--- src/rtl/core/lfu_pkg.sv ---
`timescale 1ns / 1ps

package lfu_pkg;

  // Default sizes of the frame table
  localparam int LOG_FRAMES_DEF = 4;
  localparam int PAGE_BITS_DEF  = 20;
  localparam int COUNT_BITS_DEF = 16;

  // Process identifier width is fixed
  localparam int PID_BITS = 8;

  // Operation codes
  localparam logic OP_FAULT  = 1'b0;
  localparam logic OP_ACCESS = 1'b1;

  typedef enum logic [3:0] {
    S_IDLE = 4'b0001,
    S_ACC  = 4'b0010,
    S_SCAN = 4'b0100,
    S_EMIT = 4'b1000
  } lfu_state_e;

endpackage

--- src/rtl/core/lfu_ram.sv ---
`timescale 1ns / 1ps

module lfu_ram #(
  parameter int WIDTH = 8,
  parameter int DEPTH = 16,
  localparam int AW = (DEPTH > 1) ? $clog2(DEPTH) : 1
) (
  input  logic             clk_i,
  input  logic             we_i,
  input  logic [AW-1:0]    wr_addr_i,
  input  logic [WIDTH-1:0] wr_data_i,
  input  logic             re_i,
  input  logic [AW-1:0]    rd_addr_i,
  output logic [WIDTH-1:0] rd_data_o
);

  logic [WIDTH-1:0] mem_q [DEPTH];
  logic [WIDTH-1:0] rd_data_q;

  always_ff @(posedge clk_i) begin
    if (we_i) begin
      mem_q[wr_addr_i] <= wr_data_i;
    end
  end

  // Read data holds until the next read
  always_ff @(posedge clk_i) begin
    if (re_i) begin
      rd_data_q <= mem_q[rd_addr_i];
    end
  end

  assign rd_data_o = rd_data_q;

endmodule

--- src/rtl/core/lfu_page_frame_replacement.sv ---
`timescale 1ns / 1ps

// Channel  Direction  Handshake              Payload
// in       input      in_valid_i/in_stall_o  op, page, process_id, frame_index, is_write
// out      output     out_valid_o/out_stall_i frame, replaced, write_back, victim_process,
//                                             victim_page, clear_tlb
//
// An access reads its frame's use count and writes it back raised; one to a frame not yet
// filled is dropped. A fault with a free frame goes straight to the emit step; one on a full
// table first scans the frames, one use-count compare per cycle against the count memory's single read port.
// Reset empties the table at once: frames fill in order, so a fill count marks validity.
// The input is stalled while an item is in work; a waiting result in the output register
// stalls only the final step of the next fault.

module lfu_page_frame_replacement #(
  parameter int LOG_FRAMES = lfu_pkg::LOG_FRAMES_DEF,
  parameter int PAGE_BITS  = lfu_pkg::PAGE_BITS_DEF,
  parameter int COUNT_BITS = lfu_pkg::COUNT_BITS_DEF
) (
  input  logic                         clk_i,
  input  logic                         rst_ni,

  input  logic                         in_valid_i,
  output logic                         in_stall_o,
  input  logic                         op_i,
  input  logic [PAGE_BITS-1:0]         page_i,
  input  logic [lfu_pkg::PID_BITS-1:0] process_id_i,
  input  logic [LOG_FRAMES-1:0]        frame_index_i,
  input  logic                         is_write_i,

  output logic                         out_valid_o,
  input  logic                         out_stall_i,
  output logic [LOG_FRAMES-1:0]        frame_o,
  output logic                         replaced_o,
  output logic                         write_back_o,
  output logic [lfu_pkg::PID_BITS-1:0] victim_process_o,
  output logic [PAGE_BITS-1:0]         victim_page_o,
  output logic                         clear_tlb_o
);

  import lfu_pkg::*;

  localparam int NFRAMES = 1 << LOG_FRAMES;
  localparam int META_W  = COUNT_BITS + 1;
  localparam int TAG_W   = PID_BITS + PAGE_BITS;

  lfu_state_e state_q, state_d;

  logic [LOG_FRAMES:0]   fill_q, fill_d;
  logic [LOG_FRAMES-1:0] cnt_q, cnt_d;
  logic [LOG_FRAMES-1:0] best_q, best_d;
  logic [COUNT_BITS-1:0] best_cnt_q, best_cnt_d;
  logic                  best_dirty_q, best_dirty_d;
  logic                  free_q, free_d;
  logic [PAGE_BITS-1:0]  page_q, page_d;
  logic [PID_BITS-1:0]   pid_q, pid_d;
  logic                  wr_q, wr_d;

  logic                  out_valid_q, out_valid_d;
  logic [LOG_FRAMES-1:0] frame_q, frame_d;
  logic                  replaced_q, replaced_d;
  logic                  write_back_q, write_back_d;
  logic [PID_BITS-1:0]   vproc_q, vproc_d;
  logic [PAGE_BITS-1:0]  vpage_q, vpage_d;
  logic                  clear_tlb_q, clear_tlb_d;

  logic                  in_acc;
  logic                  full;
  logic                  out_free;
  logic                  last;

  logic                  meta_we, meta_re;
  logic [LOG_FRAMES-1:0] meta_wr_addr, meta_rd_addr;
  logic [META_W-1:0]     meta_wr_data, meta_rd_data;
  logic                  tag_we, tag_re;
  logic [LOG_FRAMES-1:0] tag_rd_addr;
  logic [TAG_W-1:0]      tag_rd_data;

  logic [COUNT_BITS-1:0] rd_cnt;
  logic                  rd_dirty;
  logic [PID_BITS-1:0]   tag_owner;
  logic [PAGE_BITS-1:0]  tag_page;

  assign in_acc    = in_valid_i && !in_stall_o;
  assign in_stall_o = (state_q != S_IDLE);
  assign full      = fill_q[LOG_FRAMES];
  assign out_free  = !out_valid_q || !out_stall_i;
  assign last      = (cnt_q == {LOG_FRAMES{1'b1}});

  assign rd_cnt    = meta_rd_data[COUNT_BITS-1:0];
  assign rd_dirty  = meta_rd_data[COUNT_BITS];
  assign tag_owner = tag_rd_data[TAG_W-1:PAGE_BITS];
  assign tag_page  = tag_rd_data[PAGE_BITS-1:0];

  always_comb begin
    state_d      = state_q;
    fill_d       = fill_q;
    cnt_d        = cnt_q;
    best_d       = best_q;
    best_cnt_d   = best_cnt_q;
    best_dirty_d = best_dirty_q;
    free_d       = free_q;
    page_d       = page_q;
    pid_d        = pid_q;
    wr_d         = wr_q;

    out_valid_d  = out_valid_q && out_stall_i;
    frame_d      = frame_q;
    replaced_d   = replaced_q;
    write_back_d = write_back_q;
    vproc_d      = vproc_q;
    vpage_d      = vpage_q;
    clear_tlb_d  = clear_tlb_q;

    meta_we      = 1'b0;
    meta_re      = 1'b0;
    meta_wr_addr = best_q;
    meta_wr_data = '0;
    meta_rd_addr = '0;
    tag_we       = 1'b0;
    tag_re       = 1'b0;
    tag_rd_addr  = best_d;

    unique case (state_q)
      S_IDLE: begin
        page_d = page_i;
        pid_d  = process_id_i;
        wr_d   = is_write_i;
        best_d = frame_index_i;
        if (in_acc) begin
          if (op_i == OP_ACCESS) begin
            // Drop accesses to frames not yet filled
            if ({1'b0, frame_index_i} < fill_q) begin
              meta_re      = 1'b1;
              meta_rd_addr = frame_index_i;
              state_d      = S_ACC;
            end
          end else if (!full) begin
            free_d  = 1'b1;
            best_d  = fill_q[LOG_FRAMES-1:0];
            fill_d  = fill_q + 1'b1;
            state_d = S_EMIT;
          end else begin
            free_d       = 1'b0;
            meta_re      = 1'b1;
            meta_rd_addr = '0;
            cnt_d        = '0;
            state_d      = S_SCAN;
          end
        end
      end

      S_ACC: begin
        meta_we      = 1'b1;
        meta_wr_addr = best_q;
        meta_wr_data = {rd_dirty | wr_q,
                        (rd_cnt == {COUNT_BITS{1'b1}}) ? rd_cnt : rd_cnt + 1'b1};
        state_d      = S_IDLE;
      end

      S_SCAN: begin
        // One compare per frame; strict less keeps the lowest index on ties
        if (cnt_q == '0 || rd_cnt < best_cnt_q) begin
          best_d       = cnt_q;
          best_cnt_d   = rd_cnt;
          best_dirty_d = rd_dirty;
        end
        if (last) begin
          tag_re  = 1'b1;
          state_d = S_EMIT;
        end else begin
          meta_re      = 1'b1;
          meta_rd_addr = cnt_q + 1'b1;
          cnt_d        = cnt_q + 1'b1;
        end
      end

      S_EMIT: begin
        if (out_free) begin
          out_valid_d  = 1'b1;
          frame_d      = best_q;
          replaced_d   = !free_q;
          write_back_d = !free_q && best_dirty_q;
          vproc_d      = free_q ? '0 : tag_owner;
          vpage_d      = free_q ? '0 : tag_page;
          clear_tlb_d  = !free_q && (tag_owner == pid_q);
          // Install the new page, clean with zero count
          meta_we      = 1'b1;
          meta_wr_addr = best_q;
          meta_wr_data = '0;
          tag_we       = 1'b1;
          state_d      = S_IDLE;
        end
      end

      default: state_d = S_IDLE;
    endcase
  end

  always_ff @(posedge clk_i or negedge rst_ni) begin
    if (!rst_ni) begin
      state_q     <= S_IDLE;
      fill_q      <= '0;
      out_valid_q <= 1'b0;
    end else begin
      state_q     <= state_d;
      fill_q      <= fill_d;
      out_valid_q <= out_valid_d;
    end
  end

  always_ff @(posedge clk_i) begin
    cnt_q        <= cnt_d;
    best_q       <= best_d;
    best_cnt_q   <= best_cnt_d;
    best_dirty_q <= best_dirty_d;
    free_q       <= free_d;
    page_q       <= page_d;
    pid_q        <= pid_d;
    wr_q         <= wr_d;
    frame_q      <= frame_d;
    replaced_q   <= replaced_d;
    write_back_q <= write_back_d;
    vproc_q      <= vproc_d;
    vpage_q      <= vpage_d;
    clear_tlb_q  <= clear_tlb_d;
  end

  // Use count with dirty bit on top
  lfu_ram #(
    .WIDTH (META_W),
    .DEPTH (NFRAMES)
  ) u_meta_ram (
    .clk_i     (clk_i),
    .we_i      (meta_we),
    .wr_addr_i (meta_wr_addr),
    .wr_data_i (meta_wr_data),
    .re_i      (meta_re),
    .rd_addr_i (meta_rd_addr),
    .rd_data_o (meta_rd_data)
  );

  // Owner process and virtual page
  lfu_ram #(
    .WIDTH (TAG_W),
    .DEPTH (NFRAMES)
  ) u_tag_ram (
    .clk_i     (clk_i),
    .we_i      (tag_we),
    .wr_addr_i (best_q),
    .wr_data_i ({pid_q, page_q}),
    .re_i      (tag_re),
    .rd_addr_i (tag_rd_addr),
    .rd_data_o (tag_rd_data)
  );

  assign out_valid_o      = out_valid_q;
  assign frame_o          = frame_q;
  assign replaced_o       = replaced_q;
  assign write_back_o     = write_back_q;
  assign victim_process_o = vproc_q;
  assign victim_page_o    = vpage_q;
  assign clear_tlb_o      = clear_tlb_q;

endmodule

--- config.mk ---
export PLATFORM = sky130hd
export DESIGN_NAME = lfu_page_frame_replacement
export DESIGN_NICKNAME = d
export VERILOG_FILES = /design/src/rtl/core/lfu_pkg.sv /design/src/rtl/core/lfu_ram.sv /design/src/rtl/core/lfu_page_frame_replacement.sv
export SDC_FILE = /design/constraint.sdc
export NUM_CORES = 1
export LEC_CHECK = 0
export BUFFER_PORTS_ARGS = -buffer_cell sky130_fd_sc_hd__buf_2
export CAP_MARGIN = 30
export CORE_ASPECT_RATIO = 1.25
export CORE_MARGIN = 3
export CORE_UTILIZATION = 55
export CTS_CLUSTER_SIZE = 16
export DETAILED_ROUTE_END_ITERATION = 6
export GPL_TIMING_DRIVEN = 0
export PLACE_DENSITY = 0.86
export SLEW_MARGIN = 20
export SYNTH_ARGS = -nofsm -noshare
export SYNTH_HDL_FRONTEND = slang
export SYNTH_HIERARCHICAL = 1
export SYNTH_SLANG_ARGS = --single-unit
--- constraint.sdc ---
create_clock -name clk_i -period 5.1 [get_ports clk_i]
set_input_delay 0 -clock clk_i [delete_from_list [all_inputs] [get_ports clk_i]]
set_output_delay 0 -clock clk_i [all_outputs]
set_load 0.005 [all_outputs]
## After elaboration in Yosys (flattened, before gate mapping)

Memory sizes are Yosys's and may differ from the RTL's. A register that Yosys moved wholly into a read port is not among the register bits.
Index checks and enable logic that the tools add are counted.

- $add $sub $neg: 3
- Order comparisons: 2
- Equality and inequality tests: 16
- Muxes and demuxes: 43
- Bitwise gates (word level): 3
- Reduce and logical (&&, ||, !) cells: 19

Operators with widths:

| cell | number |
|---|---|
| two-way mux 4 bit | 18 |
| case mux 4 bit (2 select lines) | 3 |
| two-way mux 17 bit | 1 |
| adder 16 x 1 -> 16 bit (second input constant) | 1 |
| == test 16 bit (second input constant) | 1 |
| < comparator 16 bit | 1 |
| two-way mux 1 bit | 16 |
| two-way mux 16 bit | 1 |
| != test 2 bit (second input constant) | 7 |
| case mux 4 bit (3 select lines) | 1 |
| == test 4 bit (second input constant) | 2 |
| == test 8 bit | 1 |
| AND reduction 4 bit | 2 |
| AND reduction 2 bit | 3 |
| adder 5 x 1 -> 5 bit (second input constant) | 1 |
| < comparator 4 x 5 -> 1 bit | 1 |
| two-way mux 5 bit | 1 |
| AND reduction 5 bit | 1 |
| adder 4 x 1 -> 4 bit (second input constant) | 1 |
| == test 4 x 1 -> 1 bit (second input constant) | 1 |
| == test 4 x 2 -> 1 bit (second input constant) | 1 |
| == test 4 x 3 -> 1 bit (second input constant) | 1 |
| logical AND 1 bit | 4 |
| zero test 1 bit | 4 |
| other kinds (9) | 12 |

- Register bits: 100
- Bits in writable memories: 720
- Input port bits: 38
- Output and inout bits: 37
- Word-level logic and storage cells: 106
- Memories: 2

Memories:

| name | words | width | rd ports | clocked after Yosys merged registers in | write ports | line | source |
|---|---|---|---|---|---|---|---|
| u_tag_ram.mem_q | 16 | 28 | 1 | 1 | 1 | lfu_ram.sv:17 | `logic [WIDTH-1:0] mem_q [DEPTH];` |
| u_meta_ram.mem_q | 16 | 17 | 1 | 1 | 1 | lfu_ram.sv:17 |  |

## Depth between registers and ports, before layout

Gate-level depths: netlist of run 1.

- Word-level depth: 6
- Depth in mapped cells: 13

## By module

Netlist of run 1, hierarchy kept.

Modules (own cells, without submodules):

| module | times used | cells each | area each (sq um) | seq. area each (sq um) |
|---|---|---|---|---|
| lfu_ram at u_tag_ram | 1 | 735 | 17803.3 | 14293.7 |
| lfu_ram at u_meta_ram | 1 | 458 | 10807.9 | 8678.3 |
| lfu_page_frame_replacement | 1 | 356 | 4579.4 | 2954.1 |

## Worst setup path after synthesis of run 1

Ideal clock, no wire load.

- Path kind: reg2reg
- Start point: register state_q[1]
- End point: memory u_tag_ram/mem_q[0][0] (netlist bit), enable pin
- Setup time: 0.448 ns
- Arrival time: 5.047 ns
- Required time: 4.652 ns
- Path slack: -0.396 ns
- Stages on the path, launching flop included: 6
- Clock period less this slack: 5.496 ns
- Cell sequence: dfrtp_1 -> nor2_1 -> nand2_1 -> a21oi_1 -> or3b_2 -> nor3_1

- Cells in the longest elaborated chain, start to end: 4

RTL lines:

| what | line | source |
|---|---|---|
| start, declared | lfu_page_frame_replacement.sv:47 | `lfu_state_e state_q, state_d;` |
| start signal, assigned | lfu_page_frame_replacement.sv:206 | `state_q <= state_d;` |
| == test 4 bit | lfu_page_frame_replacement.sv:124 | `unique case (state_q)` |
| two-way mux 1 bit | lfu_page_frame_replacement.sv:124 |  |
| via tag_we | lfu_page_frame_replacement.sv:75 | `logic tag_we, tag_re;` |
| two-way mux 1 bit | lfu_ram.sv:21 | `if (we_i) begin` |
| two-way mux 1 bit (implied by the code) | lfu_ram.sv:22 | `mem_q[wr_addr_i] <= wr_data_i;` |
| end, declared | lfu_ram.sv:17 |  |

The timed path passes the listed nets, and every way through them passes these cells.

## Final worst setup path of run 1

- Start point: register state_q[0]
- End point: register u_meta_ram.rd_data_q[1], in the netlist u_meta_ram/rd_data_o[1], read port of u_meta_ram.mem_q, data pin

- Cells in the longest elaborated chain, start to end: 5
- Elaborated cells on any way between the ends: 9
- Those cells by class: 3 x eq/ne; 4 x mux; 2 x reduce/logical

RTL lines:

| what | line | source |
|---|---|---|
| != test 4 x 1 -> 1 bit | lfu_page_frame_replacement.sv:85 | `assign in_stall_o = (state_q != S_IDLE);` |
| zero test 1 bit | lfu_page_frame_replacement.sv:84 | `assign in_acc = in_valid_i && !in_stall_o;` |
| logical AND 1 bit | lfu_page_frame_replacement.sv:84 |  |
| two-way mux 4 bit | lfu_page_frame_replacement.sv:130 | `if (in_acc) begin` |
| case mux 4 bit (2 select lines) (*) | lfu_page_frame_replacement.sv:124 |  |
| via meta_rd_addr[1] | lfu_page_frame_replacement.sv:73 | `logic [LOG_FRAMES-1:0] meta_wr_addr, meta_rd_addr;` |
| end, declared | lfu_ram.sv:18 | `logic [WIDTH-1:0] rd_data_q;` |

Mark *: on every way through the listed nets, which the timed path passes. The rest lies on a longest branch.
A chain may end at the register's enable or synchronous reset.

==> run_results.csv, run 1 <==
group,metric,value,unit
yosys,synth_top_area_frac,0.774,
global_route,antenna_found_initial,0,
worst_setup_path,path_class,"flip-flop to flip-flop",
worst_setup_path,cp_slowest_stage_delay,0.73,ns
global_route,grt_max_degree,20,
yosys,syn_area,33200,um^2
route,finalWirelength,84400,um
placed_design,place_worst_setup_slack,0.970,ns
yosys,netlist_top_cells_area,"edfxtp_1 (77%), mux4_2 (11%), a22oi_1 (2.0%)",
worst_setup_path,cp_common_cell,"clkbuf_1",
timing,finalSetupViolCount,0,
timing,final_max_slew_viol_count,0,
route,drt-wirelength-per-cell,32.1,um
die,fp-row-count,100,
clock_network,h-tree-depth,3,
yosys,synthArstFlopShare,0.0116,
cells_and_area,postLayoutCoreUtil,0.648,
cells_and_area,drive_above_1_share,0.260,
yosys,synth_edf_count,855,
timing,rsz0062_at_grt,"no",
yosys,yosysSeqAreaShare,0.781,
timing,fin_tns_setup,0,ns
clock_network,clkTransAtPathRegs,0.06,ns
placed_design,globalplace.congestion,0.830,
timing,maxSlewHeadroom,0.348,
cells_and_area,final_cells,2627,
clock_network,numCtsBuffers,82,
placed_design,port-buffer-count,74,
route,routed-wl-met2,44600,um
worst_setup_path,path_max_fanout,15,
timing,finalHoldViolations,0,
clock_network,cts_resized,0,
run_status,status,"finished, final reports clean",
worst_setup_path,crit_path_cell_trace,"or4b_4 -> inv_2 -> o2111a_1 -> a22o_1 -> clkbuf_1 -> clkbuf_1 -> mux4_2 -> a22oi_1 -> nand2_1",
timing,fin_ws,0.756,ns
yosys,postSynthAreaPerCell,21.4,um^2
route,num_vias,17700,
cells_and_area,synthToLayoutAreaGrowth,16.4,%
worst_setup_path,crit_slowest_cell,"clkbuf_1",
global_route,overflow,0,
yosys,synth_nets,1609,
timing,period_share,0.852,
global_route,grt_pass1_wl,123000,um
timing,timing.hold.ws,0.0820,ns
route,route.met3.wl,7290,um
yosys,yosysMostFrequentCell,"edfxtp_1",
die,die_h,281,um
yosys,synthFlopType,"edfxtp_1",
global_route,groute.usage.overall,0.271,
die,core_area,59700,um^2
yosys,synth_common_cells,"edfxtp_1 (855), mux4_2 (162), a22oi_1 (90), nand2_1 (73), nor2_1 (53)",
power_and_ir_drop,leakage,12.7,nW
clock_network,cts_sinks,865,
worst_setup_path,critical_path_buf_inv_count,3,
placed_design,place_inst,2436,
worst_setup_path,critPathTopFamily,"buffers and inverters",
clock_network,cts_tree,"done",
timing,maxClockFrequency,230,MHz
timing,tightest_slew,0.978,ns
cells_and_area,antenna_cells,0,
route,drt_first_pass_iters,5,
power_and_ir_drop,vdd_ir_drop_max,359,uV
job,cap_violations,0,
min_path,hold_class,"input pin to flip-flop",
die,fp.dieW,226,um
clock_network,clock_path_buffers,3,
worst_setup_path,endpoint_kind,"flip-flop",
timing,skew,0.0308,ns
yosys,ys_ff_latch,865,
timing,fin_crit,4.34,ns
worst_setup_path,arrival,4.70,ns
clock_network,clk_latency,0.63,ns
placed_design,dp_hpwl,48900,um
yosys,yosysTopAreaCell,"edfxtp_1",
die,start_util,0.556,
yosys,ys_types,55,
yosys,yosys_warnings,6,
route,via_per_inst,6.73,
cells_and_area,fin_nets,1863,
global_route,grt_pass1_vias,18500,
route,wl_met1,27400,um
route,drtIter0Drc,2514,
worst_setup_path,cp-start-kind,"flip-flop",
route,ant_nets,0,
die,io_pins,75,
power_and_ir_drop,power_density,491,nW/um^2
clock_network,cts_root_buf,"clkbuf_16",
worst_setup_path,required,5.46,ns
yosys,synthCells,1549,
route,dr.max_layer_used,"met4",
die,dieArea,63300,um^2
route,drc,0,
## final cells by class
cell class / count / area [um^2]
fillers: 3510 / 21000
plain buffers: 65 / 430
clock buffers: 107 / 2150
clock inverters: 36 / 447
inverters: 25 / 93.8
repair buffers: 170 / 1640
flip-flops and latches: 865 / 25900
multi-input cells: 594 / 7010
well taps: 765 / 957
## placed cells by master, fill, tap and decap left out, types with 8 or more instances in the layout
| master | netlist | final |
|---|---|---|
| buf_4 | 0 | 14 |
| o21ai_0 | 10 | 10 |
| buf_12 | 5 | 10 |
| mux4_1 | 18 | 18 |
| buf_2 | 13 | 87 |
| buf_6 | 4 | 12 |
| mux4_2 | 162 | 162 |
| buf_8 | 5 | 24 |
| a21oi_1 | 14 | 9 |
| bufinv_16 | 0 | 10 |
| clkbuf_16 | 0 | 82 |
| clkinv_1 | 0 | 12 |
| nor2_1 | 53 | 24 |
| buf_16 | 0 | 11 |
| nor2_4 | 0 | 13 |
| nor2_2 | 0 | 16 |
| dfrtp_1 | 9 | 9 |
| nand2_1 | 73 | 73 |
| nand3_1 | 17 | 17 |
| nor2b_1 | 35 | 35 |
| inv_1 | 24 | 24 |
| xnor2_1 | 14 | 14 |
| clkbuf_1 | 33 | 58 |
| dlygate4sd3_1 | 0 | 39 |
| nand4_1 | 8 | 8 |
| ha_1 | 22 | 22 |
| a22oi_1 | 90 | 90 |
| edfxtp_1 | 855 | 855 |
## kinds of logic after synthesis
logic type	Yosys count	share of synthesized area
AND/OR/NAND/NOR	229	0.0341
XOR/XNOR	21	0.00554
multiplexers	184	0.125
adder cells (fa/ha/maj)	22	0.00829
buffers and inverters	90	0.0158
AO/OA/AOI/OAI	138	0.0298
flip-flops	865	0.781
## power by group
group	switching (mW)	internal [mW]
clock	2.55	3.47
sequential	0.575	8.69
combinational	2.16	1.51
## routing by layer
layer  track usage  vias to the layer above
met5             0                        -
met4         0.142                        0
met3        0.0421                      313
met2         0.482                     1313
met1         0.319                     9089
li1              -                     6955
## final timing paths
| check | from | to | slack (ns) | cells after the start |
|---|---|---|---|---|
| worst max-delay path | state_q[0] | u_meta_ram/rd_data_o[1] | 0.76 | 9 |
| worst min-delay path | page_i[8] | page_q[8] | 0.08 | 2 |
| worst max register to register | state_q[0] | u_meta_ram/rd_data_o[1] | 0.76 | 9 |
| worst min register to register | u_meta_ram/rd_data_o[16] | best_dirty_q | 0.50 | 0 |
| max in group asynchronous | rst_ni | state_q[0] | 4.36 | 3 |
| min in group asynchronous | rst_ni | fill_q[4] | 0.39 | 3 |
## registers in the layout, indices dropped and copies added (netlist names)
name and count:
page_q 20, frame_o 4, u_meta_ram/rd_data_o 17, best_dirty_q 1, wr_q 1, victim_page_o 20, replaced_o 1, best_cnt_q 16
best_q 4, u_meta_ram/mem_q 272, write_back_o 1, victim_process_o 8, pid_q 8, fill_q 5, u_tag_ram/rd_data_o 28, clear_tlb_o 1
free_q 1, cnt_q 4, state_q 4, u_tag_ram/mem_q 448, out_valid_o 1
## what timing repair did
| item | CTS | global route |
|---|---|---|
| setup buffers | 0 | 0 |
| hold buffers | 39 | 0 |
| endpoints found under the hold margin | 65 | 0 |
## stage by stage
stage / cell area, um^2 / power [mW]
after floorplan: 33200 / 11.4
after CTS: 38500 / 18.9
after global placement: 34500 / 12.4
after global routing: 38600 / 19.5
final: 38600 / 19.0
after detailed placement: 35600 / 12.8
Note: power is estimated with default switching activity, not from simulation.
==> inputs of run 2 (changes only) <==
--- a/config.mk
+++ b/config.mk
@@ -8,13 +8,14 @@
 export BUFFER_PORTS_ARGS = -buffer_cell sky130_fd_sc_hd__buf_2
 export CAP_MARGIN = 30
 export CORE_ASPECT_RATIO = 1.25
-export CORE_MARGIN = 3
+export CORE_MARGIN = 4
 export CORE_UTILIZATION = 55
 export CTS_CLUSTER_SIZE = 16
 export DETAILED_ROUTE_END_ITERATION = 6
 export GPL_TIMING_DRIVEN = 0
 export PLACE_DENSITY = 0.86
-export SLEW_MARGIN = 20
+export REMOVE_ABC_BUFFERS = 1
+export SLEW_MARGIN = 5
 export SYNTH_ARGS = -nofsm -noshare
 export SYNTH_HDL_FRONTEND = slang
 export SYNTH_HIERARCHICAL = 1
==> run_results.csv, run 2 (synthesis results as in run 1) <==
group,metric,value,unit
cells_and_area,final_area,38900,um^2
clock_network,cts_root_buf,"clkbuf_16",
cells_and_area,fin_nets,1829,
clock_network,h-tree-depth,3,
global_route,groute.usage.overall,0.279,
route,drt-wirelength-per-cell,34.3,um
job,cap_violations,0,
cells_and_area,drive_above_1_share,0.273,
route,num_vias,17700,
die,io_pins,75,
cells_and_area,antenna_cells,0,
die,start_util,0.556,
clock_network,clk_latency,0.64,ns
placed_design,globalplace.congestion,0.837,
min_path,hold_class,"input pin to flip-flop",
global_route,overflow,0,
timing,final_max_slew_viol_count,0,
timing,maxSlewHeadroom,0.345,
route,drc,0,
timing,skew,0.0217,ns
route,ant_nets,0,
die,die_h,283,um
route,finalWirelength,89000,um
cells_and_area,final_cell_mix,"edfxtp_1 (855), mux4_2 (162), a22oi_1 (90)",
die,dieArea,64400,um^2
cells_and_area,regMostFlops,"u_tag_ram/mem_q",
timing,finalSetupViolCount,0,
placed_design,port-buffer-count,74,
timing,finalHoldViolations,0,
power_and_ir_drop,power_density,494,nW/um^2
die,fp-row-count,100,
timing,period_share,0.813,
clock_network,cts_tree,"done",
run_status,status,"finished, final reports clean",
worst_setup_path,path_max_fanout,38,
clock_network,clkTransAtPathRegs,0.07,ns
global_route,grt_pass1_vias,18700,
power_and_ir_drop,leakage,12.9,nW
die,fp.dieW,228,um
timing,rsz0062_at_grt,"no",
global_route,antenna_found_initial,1,
timing,maxClockFrequency,241,MHz
worst_setup_path,cp-start-kind,"flip-flop",
timing,fin_tns_setup,0,ns
clock_network,cts_sinks,865,
clock_network,clock_path_buffers,3,
worst_setup_path,endpoint_kind,"flip-flop",
worst_setup_path,required,5.45,ns
worst_setup_path,path_class,"flip-flop to flip-flop",
cells_and_area,final_common_cell,"edfxtp_1",
placed_design,placed_cell_area,35900,um^2
cells_and_area,final_cells,2596,
placed_design,dp_hpwl,48600,um
route,drtIter0Drc,2551,
clock_network,numCtsBuffers,80,
cells_and_area,synthToLayoutAreaGrowth,17.4,%
route,drt_first_pass_iters,6,
worst_setup_path,arrival,4.49,ns
cells_and_area,largest_register_ffs,448,
clock_network,post_cts_buffers,0,
timing,tightest_slew,0.983,ns
timing,fin_crit,4.14,ns
placed_design,place_inst,2407,
die,core_area,59700,um^2
route,via_per_inst,6.80,
global_route,grt_max_degree,39,
power_and_ir_drop,vdd_ir_drop_max,465,uV
global_route,grt_pass1_wl,130000,um
==> run 2: path summary, 6_finish.rpt <==
| check | startpoint | end | slack (ns) | cells after the start |
|---|---|---|---|---|
| max in group asynchronous | rst_ni | state_q[0] | 4.37 | 3 |
| max | state_q[0] | u_meta_ram/rd_data_o[3] | 0.96 | 8 |
| max reg2reg | state_q[0] | u_meta_ram/rd_data_o[3] | 0.96 | 8 |
| min in group asynchronous | rst_ni | out_valid_o | 0.39 | 3 |
| min | process_id_i[7] | pid_q[7] | 0.07 | 2 |
| min reg2reg | u_meta_ram/rd_data_o[16] | best_dirty_q | 0.46 | 0 |
==> run 2: critical path, cell delays in order (launching register included) <==
cell and delay (ns):
dfstp_2 0.56, or4b_4 0.50, inv_2 0.45, o2111a_1 0.42, a22o_4 0.58, buf_16 0.35
mux4_2 0.56, a22oi_1 0.25, nand2_1 0.15
==> run 2: where the power goes <==
part           internal (mW)  switching, mW  leakage, nW  total, mW
Combinational           1.78           2.10         3.50       3.88
Clock                   3.34           2.70         1.26       6.05
Sequential              8.69          0.616         8.14       9.31
Total                   13.8           5.42         12.9       19.2
==> run 2: metal layers <==
layer,up-vias,GRT usage,wire length [um],part of all wire
li1,6871,-,-,-
met1,9062,0.326,28300,0.32
met2,1408,0.494,46800,0.53
met3,318,0.0560,8760,0.098
met4,2,0.149,5070,0.057
met5,-,0,20,0.00022
==> run 2: timing repair <==
item / 4_1_cts / 5_1_grt
setup endpoints to repair: 0 / 0
gates resized for setup: 0 / 0
endpoints found under the hold margin: 97 / 0
hold buffers: 39 / 0
==> run 2: per-stage QoR <==
step	util	hold slack [ns]	total power [mW]	setup WS, ns
final	0.653	0.0687	19.2	0.955
after global routing	0.653	0.0744	19.8	0.744
after CTS	0.652	0.0448	19.2	0.895
after detailed placement	0.602	-0.126	13.1	0.966
after global placement	0.571	-0.139	12.4	-9.37
after floorplan	-	-0.296	11.5	-2.24
==> run 2: layout make-up <==
cell class	instances	area, um^2
Sequential cell	865	25900
Fill cell	3427	20700
Multi-Input combinational cell	594	6990
Timing Repair Buffer	203	2390
Clock buffer	89	2060
Tap cell	765	957
Clock inverter	55	534
Inverter	25	93.8
